===== src/rtl/mfc_pkg.sv =====
// Meter frame checker package: constants, codes, queue item type and CRC step.
// Used by every module of the block; depends on nothing.
package mfc_pkg;

  localparam int FIXED_HEADER_BYTES = 5;
  localparam logic [15:0] HDR_FIXED = 16'(FIXED_HEADER_BYTES);

  localparam logic [15:0] CRC_POLY  = 16'h8408;
  localparam logic [15:0] CRC_XOR   = 16'hFFFF;
  localparam logic [15:0] CRC_RESET = 16'hFFFF;
  localparam logic [15:0] IDX_MAX   = 16'hFFFF;

  localparam logic [15:0] RST_CRC_PRESET = 16'hFFFF;
  localparam logic [7:0]  RST_MIN_FRAME  = 8'd12;
  localparam logic [7:0]  RST_START_BYTE = 8'h68;
  localparam logic [7:0]  RST_END_BYTE   = 8'h16;

  localparam int QUEUE_DEPTH = 2;
  localparam int QUEUE_AW    = $clog2(QUEUE_DEPTH);

  typedef enum logic [2:0] {
    ST_OK, ST_SHORT, ST_LEN, ST_START, ST_END, ST_HCRC, ST_FCRC
  } status_t;

  typedef enum logic [1:0] {
    REG_CRC_PRESET, REG_MIN_FRAME, REG_START_BYTE, REG_END_BYTE
  } cfg_reg_t;

  typedef struct packed {
    logic [15:0] crc_preset;
    logic [7:0]  min_frame_bytes;
    logic [7:0]  start_byte;
    logic [7:0]  end_byte;
  } mfc_cfg_t;

  // one classified word on its way from front to back
  typedef struct packed {
    logic [7:0]  data_byte;
    logic        last;
    logic        crc_en;
    logic        hdr_snap;
    logic        hdr_chk;
    logic        frm_chk;
    logic        low_store;
    logic        bad_start;
    logic        too_short;
    logic        len_mismatch;
    logic        direction;
    logic [15:0] frame_bytes;
  } mfc_item_t;

  function automatic logic [15:0] crc_byte(input logic [15:0] c_in, input logic [7:0] b);
    logic [15:0] c;
    c = c_in ^ {8'h00, b};
    for (int k = 0; k < 8; k++) begin
      c = (c >> 1) ^ (c[0] ? CRC_POLY : 16'h0000);
    end
    return c;
  endfunction

endpackage


===== src/rtl/mfc_if.sv =====


interface mfc_out_if;
  logic        valid;
  logic        ready;
  logic [2:0]  status;
  logic        direction;
  logic [15:0] frame_bytes;
  modport source (output valid, status, direction, frame_bytes, input ready);
  modport sink   (input valid, status, direction, frame_bytes, output ready);
endinterface



===== src/rtl/mfc_back.sv =====
// Back end: runs the CRC, checks header and frame CRC, keeps the flags and
// registers the status word. Depends on mfc_pkg and mfc_if.
module mfc_back
  import mfc_pkg::*;
(
  input  logic      clk,
  input  logic      rst,
  input  mfc_cfg_t  cfg_regs,
  input  logic      q_valid,
  input  mfc_item_t item,
  output logic      pop,
  mfc_out_if.source out
);

  logic [15:0] crc_reg;
  logic [15:0] header_crc_snapshot;
  logic [7:0]  stored_low_byte;
  logic        flag_bad_start;
  logic        flag_hdr_ok;
  logic        flag_frm_ok;

  logic [15:0] crc_next;
  logic [15:0] got;
  logic        bad_next;
  logic        hdr_ok_next;
  logic        frm_ok_next;
  status_t     status_next;

  assign pop = q_valid && (!item.last || !out.valid || out.ready);

  always_comb begin
    crc_next    = item.crc_en ? crc_byte(crc_reg, item.data_byte) : crc_reg;
    got         = {item.data_byte, stored_low_byte};
    bad_next    = flag_bad_start | item.bad_start;
    hdr_ok_next = item.hdr_chk ? (got == header_crc_snapshot) : flag_hdr_ok;
    frm_ok_next = item.frm_chk ? (got == (crc_next ^ CRC_XOR)) : flag_frm_ok;
    priority if (item.too_short)                       status_next = ST_SHORT;
    else if (item.len_mismatch)                        status_next = ST_LEN;
    else if (bad_next)                                 status_next = ST_START;
    else if (item.data_byte != cfg_regs.end_byte)      status_next = ST_END;
    else if (!hdr_ok_next)                             status_next = ST_HCRC;
    else if (!frm_ok_next)                             status_next = ST_FCRC;
    else                                               status_next = ST_OK;
  end

  always_ff @(posedge clk) begin
    if (rst) begin
      crc_reg             <= CRC_RESET;
      header_crc_snapshot <= '0;
      stored_low_byte     <= '0;
      flag_bad_start      <= 1'b0;
      flag_hdr_ok         <= 1'b0;
      flag_frm_ok         <= 1'b0;
    end else if (pop) begin
      if (item.last) begin
        crc_reg             <= cfg_regs.crc_preset;
        header_crc_snapshot <= '0;
        stored_low_byte     <= '0;
        flag_bad_start      <= 1'b0;
        flag_hdr_ok         <= 1'b0;
        flag_frm_ok         <= 1'b0;
      end else begin
        crc_reg        <= crc_next;
        flag_bad_start <= bad_next;
        flag_hdr_ok    <= hdr_ok_next;
        flag_frm_ok    <= frm_ok_next;
        if (item.hdr_snap)  header_crc_snapshot <= crc_next ^ CRC_XOR;
        if (item.low_store) stored_low_byte <= item.data_byte;
      end
    end
  end

  always_ff @(posedge clk) begin
    if (rst) begin
      out.valid <= 1'b0;
    end else begin
      if (out.valid && out.ready) out.valid <= 1'b0;
      if (pop && item.last)       out.valid <= 1'b1;
    end
  end

  always_ff @(posedge clk) begin
    if (pop && item.last) begin
      out.status      <= status_next;
      out.direction   <= item.direction;
      out.frame_bytes <= item.frame_bytes;
    end
  end

endmodule


===== src/flat_wrapper.sv =====
// flat-port wrapper written by rule: the top's interface ports become plain ports
module mfc_back_flat import mfc_pkg::*;
  (clk, rst, cfg_regs, q_valid, item, pop, out_valid, out_status, out_direction, out_frame_bytes, out_ready);
  mfc_out_if out_i ();
  input  logic clk;
  input  logic rst;
  input  mfc_cfg_t cfg_regs;
  input  logic q_valid;
  input  mfc_item_t item;
  output logic pop;
  output wire logic [$bits(out_i.valid)-1:0] out_valid;
  output wire logic [$bits(out_i.status)-1:0] out_status;
  output wire logic [$bits(out_i.direction)-1:0] out_direction;
  output wire logic [$bits(out_i.frame_bytes)-1:0] out_frame_bytes;
  input wire logic [$bits(out_i.ready)-1:0] out_ready;
  assign out_valid = out_i.valid;
  assign out_status = out_i.status;
  assign out_direction = out_i.direction;
  assign out_frame_bytes = out_i.frame_bytes;
  assign out_i.ready = out_ready;
  mfc_back u_core (.clk(clk), .rst(rst), .cfg_regs(cfg_regs), .q_valid(q_valid), .item(item), .pop(pop), .out(out_i));
endmodule

===== config.mk =====
export PLATFORM = sky130hd
export DESIGN_NAME = mfc_back_flat
export DESIGN_NICKNAME = d
export VERILOG_FILES = /design/src/rtl/mfc_pkg.sv /design/src/rtl/mfc_if.sv /design/src/rtl/mfc_back.sv /design/src/flat_wrapper.sv
export SDC_FILE = /design/constraint.sdc
export NUM_CORES = 1
export LEC_CHECK = 0
export ABC_AREA = 0
export BUFFER_PORTS_ARGS = -buffer_cell sky130_fd_sc_hd__buf_4
export CAP_MARGIN = 20
export CORE_UTILIZATION = 25
export DETAILED_ROUTE_END_ITERATION = 8
export PLACE_DENSITY = 0.47
export SLEW_MARGIN = 20
export SYNTH_ARGS = -nofsm -noshare
export SYNTH_HDL_FRONTEND = slang
export SYNTH_SLANG_ARGS = --single-unit

===== constraint.sdc =====
create_clock -name clk -period 2.8 [get_ports clk]
set_input_delay 0 -clock clk [delete_from_list [all_inputs] [get_ports clk]]
set_output_delay 0 -clock clk [all_outputs]
set_load 0.01 [all_outputs]

==> reports/metrics.cfg <==
[floorplan]
die_h_um = 123
dieArea_mm2 = 0.0152
chipWidth_um = 123
coreArea_mm2 = 0.0141
start_util = 0.260
pin_count = 100
rows = 43

[clocking]
ctsResizeCount = 0
cts_tree = yes
root_buffer = clkbuf_16
ctsHoldBuffers = 22
path_clk_slew_ps = 60
cts_sinks = 64
htree_levels = 3
cts_made_buffers = 9
clk_latency_ps = 330
post_cts_buffers = 0
cts_max_path_buffers = 2

[finish]
mostFrequentLayoutCells = buf_4 (89), xnor2_1 (49), nor2_1 (45)
multi_input_area_mm2 = 0.00200
syn_to_final_growth_pct = 35.5
antenna-diode-count = 0
final_common_cell = buf_4
nNetsFinal = 555
area.sequential_mm2 = 0.00148
drive_above_1_share = 0.239
nFillCells = 1474

[grt]
antenna_found_initial = 0
grt_pass1_vias = 2969
overflow = 0
grt_pass1_wl_um = 16700
grt_usage = 0.149
grt_max_degree = 41

[logic_synthesis]
synth_fp_nets = 463
yosys_warnings = 0
synth_area_per_cell_um2 = 9.53
ys.flop_type = dfxtp_1
ys_async_sr_fraction = 0
syn_inst = 385
ys_ff_latch = 64
ys_types = 59
ys_seq_area_frac = 0.404
netlist_area_mm2 = 0.00367
synth-edff-count = 20

[outcome]
status = complete, no violations

[timing]
final_max_slew_viol_count = 0
fin_setup_tns_ps = 0
tightest_slew_ps = 675
finalCriticalPeriod_ps = 2570
slew_headroom = 0.549
max_freq_mhz = 388
skew_ps = 5.63
min_period_over_period = 0.919
hold_viol_final = 0
setup_violations = 0
setup_ws_ps = 225
rsz0062_at_grt = no

[hold_path]
min_from = item[19]
worstHoldPathType = in -> reg

[power]
peakVddDrop_v = 0.000350
powerDensity_mw_per_mm2 = 606
power_leakage_nw = 1.91

[critical_path]
worstPathMaxFanout = 7
crit_required_ps = 2870
cpMostUsedCell = o22ai_1
worst_setup_path_end_kind = register
cpPeakStageDelay_ps = 560
crit_chain = xnor2_4 -> xor2_1 -> o22a_1 -> o22ai_1 -> a2111oi_2 -> and4bb_1 -> o22ai_1
startpoint = u_core.crc_reg[2]
cp-start-kind = register
slowest_stage = dfxtp_1
critical_path_class = reg -> reg
cp_data_arrival_time_ps = 2640
r2r_start = u_core.crc_reg[2]

[placed_design]
io_buffers = 83
gp_congestion = 0.832
post-dp-hpwl_um = 8210
post-place-ws_ps = 263

[detailed_routing]
drt_iter0_markers = 258
drc = 0
vias = 3169
wirelength_um = 11000
viasPerCell = 4.79
drt_pre_antenna_iters = 4
wl_per_cell_um = 16.6
antenna_left = 0

[job]
drv_cap = 0

==> power breakdown <==
part / leakage (nW) / internal [mW] / switching (mW) / total (mW)
clock network: 0.164 / 0.871 / 0.428 / 1.30
registers: 0.547 / 1.00 / 0.0508 / 1.06
logic: 1.20 / 0.327 / 0.332 / 0.659
total: 1.91 / 2.20 / 0.811 / 3.01
==> synth_stat cells, types with 6 or more instances <==
| cell | instances | share of area |
|---|---|---|
| a211oi_1 | 6 | 0.012 |
| nand4_1 | 8 | 0.014 |
| a21oi_1 | 12 | 0.016 |
| dfxtp_1 | 44 | 0.24 |
| o21ai_0 | 13 | 0.018 |
| buf_2 | 6 | 0.0082 |
| inv_1 | 7 | 0.0072 |
| xnor2_1 | 49 | 0.12 |
| nand2_1 | 29 | 0.030 |
| o211ai_1 | 6 | 0.012 |
| clkbuf_1 | 14 | 0.014 |
| buf_4 | 7 | 0.014 |
| edfxtp_1 | 20 | 0.16 |
| nor3_1 | 6 | 0.0082 |
| nor2_1 | 46 | 0.047 |
| xor2_1 | 11 | 0.026 |
| mux2i_1 | 8 | 0.022 |
| a22oi_1 | 22 | 0.045 |
==> critical path: cells and delay by family (launching register included) <==
family / cells / cell delay [ps]
and+or+nand+nor: 1 / 330
AOI/OAI and AO/OA: 4 / 720
DFF: 1 / 560
xor gates and xnor gates: 2 / 700
==> routing by layer <==
layer	part of all wire	vias to the layer above	routed length (um)	GRT usage
li1	-	1554	-	-
met1	0.47	1498	5130	0.200
met2	0.46	109	5100	0.241
met3	0.057	8	631	0.0309
met4	0.010	0	114	0.0369
met5	0	-	0	0
==> final cells by class <==
| cell class | instances | share of cell area |
|---|---|---|
| Multi-Input combinational cell | 283 | 0.403 |
| Tap cell | 180 | 0.0453 |
| Sequential cell | 64 | 0.298 |
| Clock buffer | 9 | 0.0453 |
| Timing Repair Buffer | 111 | 0.179 |
| Inverter | 8 | 0.00604 |
| Clock inverter | 7 | 0.0239 |
==> stage by stage <==
step                       util  instances  instance area, um^2  hold slack (ps)  total power, mW
after CTS                 0.353        662                 4970             5.06             3.04
after floorplan               -        385                 3670             98.9             1.50
after global placement    0.312        623                 4400              179             1.70
final                     0.353        662                 4970            0.916             3.01
after global routing      0.353        662                 4970             15.1             3.14
after detailed placement  0.313        624                 4410              180             1.71
==> kinds of logic (layout without fill, tap and decap cells) <==
| group | after synthesis | count (layout) | share of synthesized area |
|---|---|---|---|
| buffers and inverters | 38 | 135 | 0.0522 |
| AND/OR/NAND/NOR | 112 | 112 | 0.140 |
| XOR/XNOR | 68 | 68 | 0.196 |
| multiplexers | 11 | 11 | 0.0310 |
| AO/OA/AOI/OAI | 92 | 92 | 0.177 |
| flip-flops | 64 | 64 | 0.404 |
==> worst paths after layout <==
check | end | slack, ps | cells after the start
max | u_core.out.status[1] | 230 | 7
min | u_core.flag_bad_start | 0.9 | 3
max reg2reg | u_core.out.status[1] | 230 | 7
min reg2reg | u_core.flag_frm_ok | 500 | 1
Note: power is estimated with default switching activity, not from simulation.
